File: src/fir39_pkg.sv
package fir39_pkg;

    // Filter geometry
    localparam int TAPS        = 39;
    localparam int SAMPLE_BITS = 16;
    localparam int COEF_BITS   = 16;
    localparam int COEF_FRAC   = 15;
    localparam int COEF_COUNT  = 39;

    // Partial sums are exact: product width plus growth over all taps
    localparam int ACC_W = SAMPLE_BITS + COEF_BITS + $clog2(TAPS + 1);

    typedef logic signed [SAMPLE_BITS-1:0] sample_t;
    typedef logic signed [COEF_BITS-1:0]   coef_t;
    typedef logic signed [ACC_W-1:0]       acc_t;

    // Q1.15 low-pass coefficients, symmetric; zero beyond the table
    function automatic coef_t coef_at(input int idx);
        coef_t c;
        c = '0;
        case (idx)
            0, 38:   c = 16'sd32;
            1, 37:   c = 16'sd38;
            2, 36:   c = -16'sd34;
            3, 35:   c = -16'sd80;
            4, 34:   c = 16'sd38;
            5, 33:   c = 16'sd167;
            6, 32:   c = -16'sd15;
            7, 31:   c = -16'sd308;
            8, 30:   c = -16'sd76;
            9, 29:   c = 16'sd497;
            10, 28:  c = 16'sd285;
            11, 27:  c = -16'sd717;
            12, 26:  c = -16'sd687;
            13, 25:  c = 16'sd940;
            14, 24:  c = 16'sd1434;
            15, 23:  c = -16'sd1132;
            16, 22:  c = -16'sd3048;
            17, 21:  c = 16'sd1262;
            18, 20:  c = 16'sd10264;
            19:      c = 16'sd15045;
            default: c = '0;
        endcase
        return c;
    endfunction

endpackage

File: src/fir39_cell.sv
module fir39_cell
    import fir39_pkg::*;
(
    input  logic    clk,
    input  logic    rst_n,
    input  logic    en,
    input  sample_t sample,
    input  coef_t   coef,
    input  acc_t    sum_in,
    output acc_t    sum_out
);

    logic signed [SAMPLE_BITS+COEF_BITS-1:0] prod;
    acc_t sum_reg;
    acc_t sum_next;

    // one tap: broadcast sample times coefficient, plus the neighbour's partial sum
    assign prod     = sample * coef;
    assign sum_next = ACC_W'(prod) + sum_in;

    always_ff @(posedge clk or negedge rst_n)
    begin
        if (!rst_n)
        begin
            sum_reg <= '0;
        end
        else if (en)
        begin
            sum_reg <= sum_next;
        end
    end

    assign sum_out = sum_reg;

endmodule

File: config.mk
export PLATFORM = sky130hd
export DESIGN_NAME = fir39_cell
export DESIGN_NICKNAME = d
export VERILOG_FILES = /design/src/fir39_pkg.sv /design/src/fir39_cell.sv
export SDC_FILE = /design/constraint.sdc
export NUM_CORES = 1
export LEC_CHECK = 0
export BUFFER_PORTS_ARGS = -buffer_cell sky130_fd_sc_hd__buf_2
export CAP_MARGIN = 20
export CORE_UTILIZATION = 35
export CTS_CLUSTER_DIAMETER = 200
export DETAILED_ROUTE_END_ITERATION = 12
export HOLD_SLACK_MARGIN = 0.02
export PLACE_DENSITY = 0.57
export RECOVER_POWER = 50
export SKIP_LAST_GASP = 1
export SLEW_MARGIN = 20
export SYNTH_ARGS = -nofsm -noshare
export SYNTH_HDL_FRONTEND = slang
export SYNTH_SLANG_ARGS = --single-unit
File: constraint.sdc
create_clock -name clk -period 2.25 [get_ports clk]
set_input_delay 0.1125 -clock clk [delete_from_list [all_inputs] [get_ports clk]]
set_output_delay 0.1125 -clock clk [all_outputs]
set_load 0.03 [all_outputs]
==> results of run 1 <==
==> through the flow <==
step	std cells	utilization	instance area (um2)	worst slack [ps]	TNS, ps
final	2227	0.490	18400	-3210	-91100
after global routing	2227	0.490	18400	-3440	-96930
after CTS	2207	0.473	17800	-3210	-91570
after detailed placement	2174	0.440	16500	-3670	-107740
after global placement	2174	0.440	16500	-3650	-107120
after floorplan	1394	-	14200	-3270	-85780
==> worst paths after layout <==
check,slack (ps),start,end
worst max-delay path,-3210,sample[14],sum_out[35]
worst min-delay path,240,sum_in[0],sum_out[0]
worst max register to register,1380,sum_out[17],sum_out[17]
worst min register to register,480,sum_out[31],sum_out[31]
max in group asynchronous,1140,rst_n,sum_out[26]
min in group asynchronous,510,rst_n,sum_out[3]
==> cells by family (layout without fill, tap and decap cells) <==
kind of cell    count (synthesis)  count (layout)  synth area share
compound gates                111             111            0.0587
xor+xnor                       30              30            0.0197
fa+ha+maj                     433             433             0.586
buf+inv                       403             725             0.114
flops                          38              38            0.0712
mux                            23              23            0.0197
simple gates                  356             356             0.131
==> metal layers <==
layer | vias up | GRT usage | wire, um
met3 | 39 | 0.00888 | 1020
met1 | 5450 | 0.240 | 14300
met4 | 0 | 0.0264 | 527
met5 | - | 0 | 0
li1 | 4780 | - | -
met2 | 177 | 0.378 | 19600
==> timing repair <==
item / 4_1_cts / 5_1_grt
gates resized for setup: 225 / 131
setup endpoints to repair: 35 / 35
cloned: 0 / 1
hold buffers: 1 / 0
endpoints found under the hold margin: 38 / 0
buffers inserted: 26 / 22
pin swaps: 85 / 90
==> area by class of cell <==
| type | count | share of cell area |
|---|---|---|
| Sequential cell | 38 | 0.0516 |
| Multi-Input combinational cell | 953 | 0.671 |
| Timing Repair Buffer | 355 | 0.160 |
| Tap cell | 511 | 0.0347 |
| Clock inverter | 2 | 0.000679 |
| Inverter | 362 | 0.0741 |
| Clock buffer | 6 | 0.00754 |
==> worst min-delay path: stages <==
cell and delay, ps:
buf_2 80, ha_1 150, mux2_2 140
==> layout by cell type (no fill, tap or decap), types with 7 or more instances in the layout <==
master,n
a21o_1,8
a21oi_1,10
a21oi_2,12
a21oi_4,13
and2_1,82
and2_4,28
buf_12,15
buf_2,39
buf_4,184
buf_6,66
buf_8,10
clkbuf_1,38
dfrtp_1,38
fa_1,292
fa_2,30
ha_1,71
ha_4,36
inv_1,315
inv_2,44
mux2_2,14
mux2_4,9
nand2_1,137
nand2_2,18
nand2_4,8
nor2_1,23
o21ai_0,7
o21ai_2,8
xnor2_1,16
xor2_1,7
==> results.md, run 1 <==
- RSZ-0062 raised after global routing: true
- F_max: between 150 and 200 MHz
- Arrival @ worst endpoint: 5630 ps
- Post-synth EDFFs: 0
- Initial core utilization: 0.356
- Post-synth top area share: 0.483
- Final setup fails: 35
- Max clock buf depth: 2
- Area of the multi-input gates: roughly 12000 um2
- Slowest cell on crit path: fa_1
- Least-Margin Pin Slew: roughly 960 ps
- Crit path capture type: flop
- Tcrit/Tclk final: 2.43
- Most numerous cell in the Yosys netlist: inv_1
- Antenna Cells: 0
- Final Max Tran Viols: 0
- Sequential standard cell area: 951 um2
- Iteration-0 DRC Markers: 310
- Final Critical Period: 5460 ps
- FF+latch count, synth: 38
- CP Class: in -> reg
- Clk slew on worst S/H paths: 60 ps
- Aggregate routed wire length: 35.5 mm
- Tot GR Track Use: 0.194
- Synthesized area: 13400 um2
- Max reg flops: 38
- Synth async-reset ratio: 1.00
- Synthesized area per cell: approximately 9.6 um2
- Rows: 71
- Hold_ws: ~240 ps
- Die H: 197 um
- DIE AREA: 39000 um2
- CP required: between 2000 and 2500 ps
- Vias in the first global route: ~12000
- Cells after synthesis: 1394
- Final Skew: 0 ps
- Vias per std cell: 4.69
- Reg2reg path depth: 1
- I/O pins: 111
- Share of layout cells above drive strength 1: 0.361
- CP Launch Type: input port
- Max Cap Violations: 0
- Most frequent cells after synthesis: inv_1 (361), fa_1 (322), nand2_1 (163)
- Seq/Total Area, Yosys: 0.0712
- Drc violations: 0
- Routed Antenna Nets: 0
- Total grt overflow: 0
- Post-synth top flop: dfrtp_1
- CP peak stage delay: 540 ps
- Worst path bufs/invs: 7
- FILL cells: 3512
- Clock Latency Late Sink: about 280 ps
- Relative max-transition margin: 0.362
- Final #Nets: between 2000 and 2500
- H-tree depth: 2
- Final hold vios: 0
- Sink Count: 38
- Yosys Warn Count: 0
- Synthesized Nets: 1900
- Hold/Removal Path Class: in -> reg
- Yosys cell types: 61
- CP Cell Sequence: buf_12 -> buf_12 -> buf_8 -> and2_4 -> fa_1 -> inv_2 -> fa_1 -> inv_2 -> fa_1 -> fa_1 -> fa_1 -> inv_1 -> fa_1 -> inv_2 -> ha_4 -> or3_4 -> a2111oi_4 -> o41ai_4 -> o31a_2 -> nor2_2 -> xnor2_1 -> mux2_2
- PnR worst setup slack: -3210 ps
- Worst hold stages: 3
- Status: finished, violations left
- Routed WL per cell: 15.9 um
- Worst-path fanout max: 7
- Die X: 197 um
- Via count: 10400
- IO buf count: 110
- Failing checks: setup timing
- Initial antenna violation count: 0
- Post-DP HPWL: 30.5 mm
- Top post-synthesis cells by area: fa_1 (48%), ha_1 (10%), inv_1 (10%), dfrtp_1 (7.1%), and2_1 (5.2%)
- DRT Pass-1 Iters: 4
- First-pass GRT wire length: 60.1 mm
- CTS tree: yes
- Gpl congestion: 0.910
- Area delta synth->final: 37.9%
- Pin count of the biggest net entering global routing: 39
- Critical Path Most Common Cell: fa_1
- CTS Root Cell: clkbuf_16
- CTS buffer count: 5
- Dominant cell type by area after synthesis: fa_1
- Delay-heaviest family, CP: adder cells
- Core Area: 37600 um2
- Worst path depth: 22
Power of run 1 is not shown: default switching activity piles up to over one toggle a cycle in this logic, so the estimate is an artifact.
==> run 2, diff against run 1 <==
==> constraint.sdc (replaced) <==
create_clock -name clk -period 7 [get_ports clk]
set_input_delay 0.35 -clock clk [delete_from_list [all_inputs] [get_ports clk]]
set_output_delay 0.35 -clock clk [all_outputs]
set_load 0.03 [all_outputs]
==> results.md, run 2 (synthesized netlist as in run 1, its figures left out) <==
- Commonest non-fill, non-tap cell in the layout: inv_1
- Final Skew: 0 ps (unchanged)
- H-tree depth: 2 (unchanged)
- RSZ-0062 raised after global routing: false
- Area of the multi-input gates: 10900 um2 (-12%)
- Post-route insts no fill: 1995 (-10%)
- Max reg flops: 38 (unchanged)
- Most frequent cells in the layout: inv_1 (361), fa_1 (322), nand2_1 (163), ha_1 (111), and2_1 (110)
- Placed instance count: 1986 (-8.6%)
- Least-Margin Pin Slew: 2180 ps (+1220 ps)
- Vias in the first global route: 10200 (-15%)
- CP Class: in -> reg
- Max Cap Violations: 1 (+1)
- Worst-path fanout max: 16 (+9)
- Iteration-0 DRC Markers: 459 (+48%)
- Failing checks: capacitance limit, slew limit
- Rows: 71 (unchanged)
- Die H: 197 um (unchanged)
- Sequential standard cell area: 951 um2 (unchanged)
- Final hold vios: 0 (unchanged)
- Arrival @ worst endpoint: 6480 ps (+850 ps)
- DRT Pass-1 Iters: 5 (+1)
- PnR worst setup slack: 694 ps (+3910 ps)
- Relative max-transition margin: -0.452 (-0.814)
- Gpl congestion: 0.846 (-7.0%)
- Crit path capture type: flop
- Hold_buf cts: 0 (-1)
- Max clock buf depth: 2 (unchanged)
- Tcrit/Tclk final: 0.901
- Setup bufs post-CTS: 0 (-100%)
- DIE AREA: 39000 um2 (unchanged)
- Total grt overflow: 0 (unchanged)
- Tot GR Track Use: 0.187 (-0.00714)
- Die X: 197 um (unchanged)
- Clk slew on worst S/H paths: 60 ps (about the same)
- Clock Latency Late Sink: 280 ps (about the same)
- CTS Root Cell: clkbuf_16
- I/O pins: 111 (unchanged)
- CTS buffer count: 5 (unchanged)
- CP Launch Type: input port
- Final setup fails: 0 (-100%)
- Post_cts resized: 0 (-100%)
- Final Critical Period: roughly 6300 ps
- First-pass GRT wire length: 56.5 mm (-6.0%)
- Final #Nets: 1988 (-10%)
- Final Max Tran Viols: 39 (+39)
- Hold/Removal Path Class: in -> reg
- F_max: 159 MHz
- Core Area: 37600 um2 (unchanged)
- Initial antenna violation count: 1 (+1)
- Vias per std cell: 4.69 (about the same)
- CTS tree: yes
- Routed Antenna Nets: 0 (unchanged)
- Aggregate routed wire length: 33.7 mm (-5.0%)
- Post-DP HPWL: 29.1 mm (-4.5%)
- Routed WL per cell: 16.9 um (+6.0%)
- Pre-CTS setup slack: 423 ps (+4100 ps)
- Setup total negative slack: 0 ps (+91100 ps)
- Drc violations: 0 (unchanged)
- Pin count of the biggest net entering global routing: 40 (+2.6%)
- Initial core utilization: 0.356 (unchanged)
- Status: finished, violations left
- Sink Count: 38 (unchanged)
- IO buf count: 110 (unchanged)
- Share of layout cells above drive strength 1: 0.100 (-0.261)
- CP required: 7170 ps (+4760 ps)
- Via count: 9350 (-10%)
- Area delta synth->final: 9.34%
- FILL cells: 3769 (+7.3%)
- Hold_ws: 457 ps (+215 ps)
run 2: cell count changes in the layout (fill, tap and decap cells not counted), moves of 26 or more:
cell,delta
and2_1,+28
and2_4,-28
buf_2,+51
buf_4,-172
buf_6,-66
fa_1,+30
fa_2,-30
ha_1,+40
ha_4,-36
inv_1,+46
inv_2,-44
nand2_1,+26
run 2: worst paths after layout:
| check | start | endpoint | slack, ps | cells past startpoint |
|---|---|---|---|---|
| min in group asynchronous | rst_n | sum_out[30] | 700 | 1 |
| min | sum_in[0] | sum_out[0] | 460 | 3 |
| max reg2reg | sum_out[36] | sum_out[36] | 6140 | 2 |
| max | sample[15] | sum_out[35] | 690 | 22 |
| min reg2reg | sum_out[15] | sum_out[15] | 500 | 1 |
| max in group asynchronous | rst_n | sum_out[1] | 5040 | 1 |
run 2: through the flow:
stage               utilization  cell area [um2]
detailed placement        0.385            14500
finish                    0.389            14600
global placement          0.385            14500
floorplan                     -            13400
CTS                       0.389            14600
global route              0.389            14600
run 2: per-layer routing:
layer  wire [um]  up-vias  track usage
met5           0        -            0
met3        1820       26       0.0258
met1       16400     4755        0.283
li1            -     4319            -
met2       15000      250        0.287
met4         523        0       0.0322
run 2: final cells by class:
class | count | area share
antenna | 1 | 0.000171
multi-input combinational | 953 | 0.746
sequential | 38 | 0.0651
tap | 511 | 0.0438
clock inverter | 1 | 0.000343
inverter | 362 | 0.0930
timing repair buffer | 122 | 0.0421
clock buffer | 7 | 0.00977
run 2: critical path, cell delays in order:
cell	delay, ps
buf_2	260
nand2_1	180
inv_1	120
fa_1	460
fa_1	650
inv_1	200
fa_1	510
inv_1	50
fa_1	500
fa_1	500
inv_1	50
fa_1	480
inv_1	40
ha_1	370
a21oi_1	210
o21ai_1	130
a2111oi_2	470
o41ai_2	170
o31a_2	300
nor2_1	130
xnor2_1	70
mux2_2	260
Power of run 2 is left out for the same reason.
