===== src/fir39_pkg.sv =====
package fir39_pkg;

    // Filter geometry
    localparam int TAPS        = 39;
    localparam int SAMPLE_BITS = 16;
    localparam int COEF_BITS   = 16;
    localparam int COEF_FRAC   = 15;
    localparam int COEF_COUNT  = 39;

    // Partial sums are exact: product width plus growth over all taps
    localparam int ACC_W = SAMPLE_BITS + COEF_BITS + $clog2(TAPS + 1);

    typedef logic signed [SAMPLE_BITS-1:0] sample_t;
    typedef logic signed [COEF_BITS-1:0]   coef_t;
    typedef logic signed [ACC_W-1:0]       acc_t;

    // Q1.15 low-pass coefficients, symmetric; zero beyond the table
    function automatic coef_t coef_at(input int idx);
        coef_t c;
        c = '0;
        case (idx)
            0, 38:   c = 16'sd32;
            1, 37:   c = 16'sd38;
            2, 36:   c = -16'sd34;
            3, 35:   c = -16'sd80;
            4, 34:   c = 16'sd38;
            5, 33:   c = 16'sd167;
            6, 32:   c = -16'sd15;
            7, 31:   c = -16'sd308;
            8, 30:   c = -16'sd76;
            9, 29:   c = 16'sd497;
            10, 28:  c = 16'sd285;
            11, 27:  c = -16'sd717;
            12, 26:  c = -16'sd687;
            13, 25:  c = 16'sd940;
            14, 24:  c = 16'sd1434;
            15, 23:  c = -16'sd1132;
            16, 22:  c = -16'sd3048;
            17, 21:  c = 16'sd1262;
            18, 20:  c = 16'sd10264;
            19:      c = 16'sd15045;
            default: c = '0;
        endcase
        return c;
    endfunction

endpackage


===== src/fir39_out.sv =====
module fir39_out
    import fir39_pkg::*;
(
    input  logic    clk,
    input  logic    rst_n,
    input  logic    in_valid,
    output logic    in_ready,
    input  sample_t sample,
    input  coef_t   coef,
    input  acc_t    sum_in,
    input  logic    out_ready,
    output logic    out_valid,
    output sample_t result
);

    localparam acc_t SAT_HI = ACC_W'((64'sd1 <<< (SAMPLE_BITS - 1)) - 64'sd1);
    localparam acc_t SAT_LO = -SAT_HI - ACC_W'(1);
    localparam acc_t HALF   = ACC_W'(64'sd1 <<< (COEF_FRAC - 1));

    logic signed [SAMPLE_BITS+COEF_BITS-1:0] prod;
    acc_t acc_reg;
    acc_t acc_next;
    logic valid_reg;
    logic valid_next;
    logic accept;
    acc_t rounded;

    // head tap: finishes the sum for the newest sample
    assign prod     = sample * coef;
    assign acc_next = ACC_W'(prod) + sum_in;

    // output register frees as soon as its word is taken
    assign in_ready = !valid_reg || out_ready;
    assign accept   = in_valid && in_ready;

    always_comb
    begin
        valid_next = valid_reg;
        if (accept)
        begin
            valid_next = 1'b1;
        end
        else if (out_ready)
        begin
            valid_next = 1'b0;
        end
    end

    always_ff @(posedge clk or negedge rst_n)
    begin
        if (!rst_n)
        begin
            valid_reg <= 1'b0;
        end
        else
        begin
            valid_reg <= valid_next;
        end
    end

    always_ff @(posedge clk)
    begin
        if (accept)
        begin
            acc_reg <= acc_next;
        end
    end

    // round half up, drop the fraction, saturate
    assign rounded = (acc_reg + HALF) >>> COEF_FRAC;

    always_comb
    begin
        if (rounded > SAT_HI)
        begin
            result = SAT_HI[SAMPLE_BITS-1:0];
        end
        else if (rounded < SAT_LO)
        begin
            result = SAT_LO[SAMPLE_BITS-1:0];
        end
        else
        begin
            result = rounded[SAMPLE_BITS-1:0];
        end
    end

    assign out_valid = valid_reg;

endmodule

===== config.mk =====
export PLATFORM = sky130hd
export DESIGN_NAME = fir39_out
export DESIGN_NICKNAME = d
export VERILOG_FILES = /design/src/fir39_pkg.sv /design/src/fir39_out.sv
export SDC_FILE = /design/constraint.sdc
export NUM_CORES = 1
export LEC_CHECK = 0
export ABC_AREA = 1
export BUFFER_PORTS_ARGS = -buffer_cell sky130_fd_sc_hd__buf_2
export CORE_MARGIN = 2
export CORE_UTILIZATION = 34
export CTS_CLUSTER_SIZE = 24
export DETAILED_ROUTE_END_ITERATION = 7
export PLACE_DENSITY = 0.58
export SYNTH_ARGS = -nofsm -noshare
export SYNTH_HDL_FRONTEND = slang
export SYNTH_SLANG_ARGS = --single-unit

===== constraint.sdc =====
create_clock -name clk -period 2.24 [get_ports clk]
set_input_delay 0.336 -clock clk [delete_from_list [all_inputs] [get_ports clk]]
set_output_delay 0.336 -clock clk [all_outputs]
set_load 0.005 [all_outputs]

==> results of run 1 <==
==> repair_timing <==
item | 4_1_cts | 5_1_grt
hold buffers | 1 | 0
cloned | 4 | 2
setup buffers | 37 | 29
setup endpoints to repair | 39 | 40
resized for setup | 209 | 183
pin swaps | 134 | 107
hold endpoints to repair | 1 | 0
==> how the worst min path moves through the flow <==
stage,start,to,cells after the start
2_1_floorplan,rst_n,out_valid$_DFFE_PN0P_,0
3_3_place_gp,rst_n,out_valid$_DFFE_PN0P_,1
3_5_place_dp,rst_n,out_valid$_DFFE_PN0P_,1
4_1_cts,in_valid,out_valid$_DFFE_PN0P_,3
5_1_grt,in_valid,out_valid$_DFFE_PN0P_,3
6_report,in_valid,out_valid$_DFFE_PN0P_,3
==> final cells by class <==
cell class | count | area, um^2
multi-input combinational | 1187 | 12730
sequential | 25 | 745.7
fill | 4104 | 22000
inverter | 572 | 2153
tap | 539 | 674.4
timing repair buffer | 368 | 3283
clock buffer | 4 | 78.83
==> cells in the final DEF (no fill, tap or decap), types with 5 or more instances in the layout <==
master / netlist / layout
inv_1: 569 / 522
nand2_1: 448 / 356
fa_1: 321 / 305
buf_4: 1 / 225
ha_1: 108 / 80
nand2_2: 15 / 72
buf_2: 1 / 64
nor2_1: 100 / 48
inv_2: 2 / 47
buf_6: 0 / 36
nand2_4: 2 / 35
buf_12: 1 / 33
nor2_4: 2 / 31
ha_4: 0 / 26
nor2_2: 2 / 25
nand3_1: 38 / 24
a21oi_2: 0 / 24
xor2_1: 27 / 24
edfxtp_1: 24 / 24
fa_2: 0 / 16
nand3_2: 0 / 14
a21oi_4: 0 / 12
a21oi_1: 47 / 11
o21ai_1: 0 / 10
o21ai_2: 0 / 8
nand4_1: 7 / 7
o21ai_0: 29 / 6
xnor2_1: 7 / 6
o21ai_4: 0 / 5
nor3_1: 11 / 5
clkbuf_16: 0 / 5
==> routing by layer <==
layer  track usage (%)  vias up  share of wire [%]  routed length, um
li1                  -     5865                  -                  -
met1             25.58     6108                 44              17780
met2             34.82      238                 51              20670
met3             1.473       42                3.9               1609
met4             3.054        0                1.7                680
met5                 0        -                  0                  0
==> through the flow <==
stage | util [%] | TNS [ps] | hold WS (ps) | std cells | instance area [um^2]
floorplan | - | -71270 | 40.41 | 1848 | 15280
finish | 47.19 | -73860 | 288.9 | 2695 | 19660
global route | 47.19 | -80550 | 300.6 | 2695 | 19660
global placement | 41.98 | -81910 | 110.0 | 2621 | 17490
CTS | 44.86 | -72750 | 284.5 | 2665 | 18690
detailed placement | 41.98 | -82700 | 112.4 | 2621 | 17490
==> worst max-delay path: stages <==
cell	delay [ps]
buf_12	90
buf_8	100
buf_12	110
buf_6	90
nand2_4	40
fa_1	520
inv_2	40
fa_1	520
inv_2	40
fa_2	530
inv_2	50
fa_2	460
fa_1	520
inv_1	50
fa_1	510
inv_2	50
ha_4	320
nand2_4	80
buf_6	120
nor2_4	90
inv_2	50
nor3_2	130
nand2_1	110
nand2_4	140
nand3_2	110
nand3_2	70
nand2_1	40
==> kinds of logic after synthesis <==
| kind of cell | Yosys count | synth area share (%) |
|---|---|---|
| XOR/XNOR | 34 | 2.087 |
| AO/OA/AOI/OAI | 92 | 3.473 |
| AND/OR/NAND/NOR | 631 | 17.78 |
| adder cells (fa/ha/maj) | 429 | 54.51 |
| flip-flops | 25 | 5.226 |
| buffers and inverters | 637 | 16.92 |
==> impl_metrics.env, run 1 <==
export IMPL_synth_most_common_cell="inv_1"
export IMPL_setup_violations_final=39
export IMPL_wl_per_cell_um=15.12
export IMPL_ff2ff_setup_slack_ps=1030
export IMPL_synthesis_nets=2351
export IMPL_die_y_um=208.9
export IMPL_rr_worst_depth=2
export IMPL_vias_per_cell=4.547
export IMPL_area_growth_pct=37.80
export IMPL_syn_area_um2=14270
export IMPL_skew_ps=5.646
export IMPL_hold_path_class="in -> reg"
export IMPL_layout_drive_gt1_share_pct=33.07
export IMPL_cp_start_kind="input port"
export IMPL_clock_latency_ps=260
export IMPL_outcome="complete, but fails checks"
export IMPL_die_area_um2=43620
export IMPL_tightest_slew_ps=360.5
export IMPL_endpoint="acc_reg[34]$_DFFE_PP_"
export IMPL_ys_seq_area_share_pct=5.226
export IMPL_dp_final_hpwl_mm=34.46
export IMPL_clkTransAtPathRegs_ps=70
export IMPL_clock_path_buffers=2
export IMPL_port_buffers=91
export IMPL_top_level_ports=92
export IMPL_drt_iter0_drc=589
export IMPL_r2r_end="acc_reg[21]$_DFFE_PP_"
export IMPL_endpoint_kind="flip-flop"
export IMPL_crit_required_ps=2270
export IMPL_grt_pass1_vias=13510
export IMPL_antenna_found_initial=0
export IMPL_yosysUniqueCellTypes=34
export IMPL_synth_area_per_cell_um2=7.721
export IMPL_ys_ff_latch=25
export IMPL_cts_made_buffers=3
export IMPL_ys_flop_type="edfxtp_1"
export IMPL_final_max_slew_viol_count=0
export IMPL_largest_reg_flops=24
export IMPL_fmax_ghz=0.1885
export IMPL_rsz0062_at_grt="true"
export IMPL_dp_slack_ps=-3637
export IMPL_cts_max_level=1
export IMPL_violations="setup timing"
export IMPL_cp_max_fo=4
export IMPL_cts_root_buf="clkbuf_16"
export IMPL_wl_mm=40.74
export IMPL_cts_tree="done"
export IMPL_diodes=0
export IMPL_cp_startpoint="coef[1]"
export IMPL_relSlewSlack_pct=75.81
export IMPL_synthArstFlopShare_pct=4.000
export IMPL_synth_top_area_share_pct=45.04
export IMPL_core_um2=41670
export IMPL_yosys_warnings=0
export IMPL_grt_overflow=0
export IMPL_grt_usage_pct=19.23
export IMPL_drcViolationCount=0
export IMPL_cap_violations=0
export IMPL_route_vias_total=12250
export IMPL_ant_nets=0
export IMPL_arrival_ps=5330
export IMPL_netlist_top_cell_by_area="fa_1"
export IMPL_synth_edf_count=24
export IMPL_finalNetCount=2660
export IMPL_rows=75
export IMPL_min_period_ps=5306
export IMPL_r2r_start="out_valid$_DFFE_PN0P_"
export IMPL_grt_max_degree=25
export IMPL_fin_ws_ps=-3066
export IMPL_dieWidth_um=208.9
export IMPL_firstDrtPassIters=5
export IMPL_critical_path_class="in -> reg"
export IMPL_syn_inst=1848
export IMPL_synth_common_cells="inv_1 (569), nand2_1 (448), fa_1 (321), ha_1 (108), nor2_1 (100)"
export IMPL_synth_area_top_cells="fa_1 (45%), inv_1 (15%), nand2_1 (12%), ha_1 (9.5%), edfxtp_1 (5.1%)"
export IMPL_cts_sinks=25
export IMPL_grt_pass1_wl_mm=67.08
export IMPL_period_share_pct=236.9
export IMPL_initial_core_util_pct=34.25
export IMPL_place_gp_congestion=0.8801
export IMPL_hold_viol_final=0
Power of run 1 is not shown: default switching activity piles up to over one toggle a cycle in this logic, so the estimate is an artifact.
==> run 2, diff against run 1 <==
MAX_ROUTING_LAYER = met4   (was not set)
==> run 2 against run 1 <==
The run still ends with setup timing left. Highest routed layer unchanged. Core utilization grew 0.17 points. Cell area grew 0.37%. Final cell count grew 0.15%.
==> impl_metrics.env, run 2 (synthesized netlist as in run 1, its figures left out) <==
export IMPL_outcome="complete, but fails checks"
export IMPL_violations="setup timing"
export IMPL_fin_ws_ps=-3050
export IMPL_cts_sinks=25
export IMPL_grt_overflow=0
export IMPL_crit_slowest_cell="fa_2"
export IMPL_drt_iter0_drc=566
export IMPL_cp_start_kind="input port"
export IMPL_period_share_pct=236.1
export IMPL_clock_path_buffers=2
export IMPL_grt_pass1_vias=13490
export IMPL_critical_path_class="in -> reg"
export IMPL_die_y_um=208.9
export IMPL_port_buffers=91
export IMPL_hold_viol_final=0
export IMPL_final_cell_mix="inv_1 (497), nand2_1 (346), fa_1 (299), buf_4 (224), ha_1 (78)"
export IMPL_hp_start="in_valid"
export IMPL_rows=75
export IMPL_place_gp_congestion=0.8957
export IMPL_drcViolationCount=0
export IMPL_critPathTopFamily="adder cells"
export IMPL_dp_final_hpwl_mm=34.28
export IMPL_cp_max_fo=7
export IMPL_tightest_slew_ps=378.6
export IMPL_cts_made_buffers=3
export IMPL_max_stage_delay_ps=610
export IMPL_top_level_ports=92
export IMPL_cap_violations=0
export IMPL_path_buf_inv=9
export IMPL_cp_startpoint="sample[15]"
export IMPL_dieWidth_um=208.9
export IMPL_rsz0062_at_grt="true"
export IMPL_grt_pass1_wl_mm=66.91
export IMPL_arrival_ps=5320
export IMPL_ant_nets=0
export IMPL_clock_latency_ps=260
export IMPL_area_growth_pct=38.31
export IMPL_die_area_um2=43620
export IMPL_firstDrtPassIters=5
export IMPL_fin_area_um2=19740
export IMPL_min_period_ps=5290
export IMPL_layout_drive_gt1_share_pct=35.00
export IMPL_grt_max_degree=25
export IMPL_finalNetCount=2664
export IMPL_wl_per_cell_um=14.69
export IMPL_crit_required_ps=2270
export IMPL_endpoint_kind="flip-flop"
export IMPL_final_common_cell="inv_1"
export IMPL_largest_reg_flops=24
export IMPL_relSlewSlack_pct=74.56
export IMPL_initial_core_util_pct=34.25
export IMPL_setup_violations_final=39
export IMPL_cp_cell_sequence="buf_12 > nand2_4 > inv_2 > fa_2 > inv_2 > fa_2 > inv_4 > fa_2 > buf_6 > buf_4 > fa_1 > fa_1 > inv_1 > fa_1 > inv_1 > ha_4 > nand2_4 > inv_1 > nand4_1 > a21oi_1 > nor3_2 > nand3_1 > nand2_1"
export IMPL_final_max_slew_viol_count=0
export IMPL_cts_root_buf="clkbuf_16"
export IMPL_grt_usage_pct=19.69
export IMPL_skew_ps=7.164
export IMPL_rr_worst_depth=2
export IMPL_wl_mm=39.65
export IMPL_cts_tree="done"
export IMPL_hold_path_class="in -> reg"
export IMPL_min_path_cells=3
export IMPL_r2r_start="out_valid$_DFFE_PN0P_"
export IMPL_place_area_um2=17480
export IMPL_route_vias_total=12140
export IMPL_antenna_found_initial=0
export IMPL_cts_max_level=1
export IMPL_clkTransAtPathRegs_ps=70
export IMPL_fmax_ghz=0.1891
export IMPL_cp_depth=23
export IMPL_diodes=0
export IMPL_core_um2=41670
export IMPL_vias_per_cell=4.499
==> run 2: cell types whose count changed in the layout (fill, tap and decap cells not counted), sizes merged <==
| cell | change |
|---|---|
| buf | +6 |
| clkbuf | -3 |
| inv | +1 |
==> run 2: per-stage QoR <==
stage,std cells,hold slack (ps),TNS [ps],util [%],setup slack [ps]
global route,2699,296.6,-79030,47.37,-3285
detailed placement,2619,113.1,-82960,41.95,-3652
CTS,2683,277.8,-71790,45.62,-3062
global placement,2619,110.2,-81970,41.95,-3579
finish,2699,276.7,-72990,47.37,-3050
floorplan,1848,40.41,-71270,-,-3302
==> run 2: layer usage <==
layer / vias to the layer above / global-route usage, % / share of wire, %
met3: 42 / 1.368 / 3.4
met1: 6039 / 25.28 / 45
li1: 5864 / - / -
met2: 198 / 34.90 / 50
met4: 0 / 2.882 / 1.6
met5: - / - / 0
==> run 2: path summary, 6_finish.rpt <==
kind	slack [ps]	endpoint
max	-3050	acc_reg[35]$_DFFE_PP_
min	280	out_valid$_DFFE_PN0P_
max reg2reg	1040	acc_reg[21]$_DFFE_PP_
min reg2reg	540	out_valid$_DFFE_PN0P_
max in group asynchronous	1790	out_valid$_DFFE_PN0P_
min in group asynchronous	370	out_valid$_DFFE_PN0P_
==> run 2: repair_timing <==
action                                 in CTS  in global routing
cloned                                      2                  0
hold buffers                                1                  0
buffers inserted                           59                 18
setup endpoints to repair                  39                 39
endpoints found under the hold margin       1                  0
resized for setup                         276                177
pin swaps                                 148                108
==> run 2: worst min-delay path, delay by kind of cell <==
kind	cells	cell delay, ps
buf+inv	2	110
simple gates	1	60
==> run 2: layout make-up <==
type,count,area (um^2)
Timing Repair Buffer,372,3266
Tap cell,539,674.4
Clock inverter,1,5.005
Inverter,572,2160
Sequential cell,25,745.7
Clock buffer,3,75.07
Fill cell,3990,21930
Multi-Input combinational cell,1187,12810
Power of run 2 is left out for the same reason.
==> run 3, diff against run 2 <==
CORE_MARGIN = 3   (was 2)
==> run 3 against run 2 <==
The flow still finishes with violations (setup timing). Cell area fell by 0.41%. First-iteration DRC count fell by 8.5%. Critical path depth fell by 1. Register-to-register slack got worse by 20 ps. Sequential share of layout area barely moved. Clock skew fell by 4.2 ps. Via count rose by 0.63%. Global-route usage fell by 0.55 points. Core utilization rose by 0.45 points. Die area rose by 1.9%. Critical path type unchanged. Critical endpoint is now acc_reg[36]$_DFFE_PP_.
==> impl_metrics.env, run 3 (synthesized netlist as in run 1, its figures left out) <==
export IMPL_finalNetCount=2678
export IMPL_initial_core_util_pct=34.71
export IMPL_cts_sinks=25
export IMPL_endpoint_kind="flip-flop"
export IMPL_clock_path_buffers=2
export IMPL_cp_max_fo=6
export IMPL_cp_startpoint="sample[15]"
export IMPL_route_vias_total=12220
export IMPL_ant_nets=0
export IMPL_hold_viol_final=0
export IMPL_drcViolationCount=0
export IMPL_min_period_ps=5312
export IMPL_clkTransAtPathRegs_ps=70
export IMPL_r2r_start="out_valid$_DFFE_PN0P_"
export IMPL_final_cell_mix="inv_1 (505), nand2_1 (354), fa_1 (304), buf_4 (250), ha_1 (80)"
export IMPL_die_y_um=210.9
export IMPL_outcome="complete, but fails checks"
export IMPL_tightest_slew_ps=350.8
export IMPL_critPathTopFamily="adder cells"
export IMPL_cap_violations=0
export IMPL_hp_start="in_valid"
export IMPL_cts_root_buf="clkbuf_16"
export IMPL_fmax_ghz=0.1883
export IMPL_final_cells=2708
export IMPL_dieWidth_um=210.9
export IMPL_setup_violations_final=39
export IMPL_grt_max_degree=25
export IMPL_vias_per_cell=4.512
export IMPL_crit_slowest_cell="fa_2"
export IMPL_clock_latency_ps=260
export IMPL_largest_reg_flops=24
export IMPL_grt_pass1_wl_mm=66.74
export IMPL_crit_required_ps=2270
export IMPL_antenna_found_initial=2
export IMPL_period_share_pct=237.1
export IMPL_core_um2=41110
export IMPL_dp_cells=2619
export IMPL_crit_top_cell="fa_2"
export IMPL_cp_start_kind="input port"
export IMPL_rows=74
export IMPL_violations="setup timing"
export IMPL_hold_path_class="in -> reg"
export IMPL_cts_max_level=1
export IMPL_grt_pass1_vias=13310
export IMPL_grt_overflow=0
export IMPL_skew_ps=2.958
export IMPL_top_level_ports=92
export IMPL_final_common_cell="inv_1"
export IMPL_final_max_slew_viol_count=0
export IMPL_path_buf_inv=8
export IMPL_critical_path_class="in -> reg"
export IMPL_cts_tree="done"
export IMPL_place_gp_congestion=0.8836
export IMPL_layout_drive_gt1_share_pct=34.45
export IMPL_grt_usage_pct=19.14
export IMPL_fin_ws_ps=-3072
export IMPL_firstDrtPassIters=5
export IMPL_wl_per_cell_um=14.87
export IMPL_die_area_um2=44460
export IMPL_nFillCells=3926
export IMPL_wl_mm=40.26
export IMPL_area_growth_pct=37.75
export IMPL_cts_made_buffers=3
export IMPL_arrival_ps=5340
export IMPL_relSlewSlack_pct=76.40
export IMPL_max_stage_delay_ps=660
export IMPL_port_buffers=91
export IMPL_drt_iter0_drc=518
export IMPL_cp_cell_sequence="buf_12 > nand2_4 > inv_2 > fa_2 > inv_2 > fa_2 > inv_6 > fa_2 > fa_2 > fa_1 > inv_1 > fa_1 > inv_1 > ha_4 > nand2_2 > nor2_2 > inv_2 > o211ai_1 > a21oi_2 > buf_4 > nand4_1 > nand2_1"
export IMPL_rsz0062_at_grt="true"
export IMPL_dp_final_hpwl_mm=34.68
-- run 3: cell types whose count changed in the layout (fill, tap and decap cells not counted), moves of 5 or more --
cell / delta
nand2_1: +8
fa_2: -5
buf_12: -10
fa_1: +5
inv_2: -10
nand2_4: -9
buf_6: -9
buf_4: +26
inv_1: +8
-- run 3: area by class of cell --
type | instances | area (um^2) | share of cell area, %
multi-input combinational | 1187 | 12700 | 64.64
timing repair buffer | 386 | 3287 | 16.72
inverter | 572 | 2168 | 11.03
sequential | 25 | 745.7 | 3.794
tap | 532 | 665.6 | 3.387
clock buffer | 4 | 78.83 | 0.4010
antenna | 2 | 5.005 | 0.02546
-- run 3: through the flow --
| stage | utilization, % | setup TNS, ps | hold WS (ps) | cell area, um^2 | setup WS (ps) |
|---|---|---|---|---|---|
| 6_report | 47.81 | -72520 | 275.4 | 19660 | -3072 |
| 4_1_cts | 45.79 | -72620 | 271.9 | 18820 | -3071 |
| 3_5_place_dp | 42.53 | -82440 | 113.6 | 17480 | -3630 |
| 5_1_grt | 47.81 | -78930 | 297.5 | 19660 | -3310 |
| 3_3_place_gp | 42.53 | -81570 | 109.9 | 17480 | -3593 |
| 2_1_floorplan | - | -71270 | 40.41 | 15280 | -3302 |
-- run 3: final timing paths --
path,end,slack (ps),cells past startpoint
setup reg to reg,acc_reg[21]$_DFFE_PP_,1020,2
hold reg to reg,out_valid$_DFFE_PN0P_,530,2
setup / recovery,acc_reg[36]$_DFFE_PP_,-3070,22
min in group asynchronous,out_valid$_DFFE_PN0P_,360,2
hold / removal,out_valid$_DFFE_PN0P_,280,3
max in group asynchronous,out_valid$_DFFE_PN0P_,1790,2
-- run 3: layer usage --
metal  wire length, um  track usage, %  share of wire (%)
met5                 0               -                  0
met4               497           2.194                1.2
met3              1241           1.292                3.1
met2             20540           33.92                 51
met1             17980           25.06                 45
-- run 3: worst min-delay path, cell delays in order --
cell     delay (ps)
buf_2            70
inv_1            40
nand2_1          60
-- run 3: repair_timing --
action / CTS / global route
pin swaps: 127 / 113
buffers inserted: 46 / 34
endpoints found under the setup margin: 39 / 39
resized for setup: 228 / 173
gates cloned: 5 / 0
hold buffers: 1 / 0
endpoints found under the hold margin: 1 / 0
Power of run 3 is left out for the same reason.
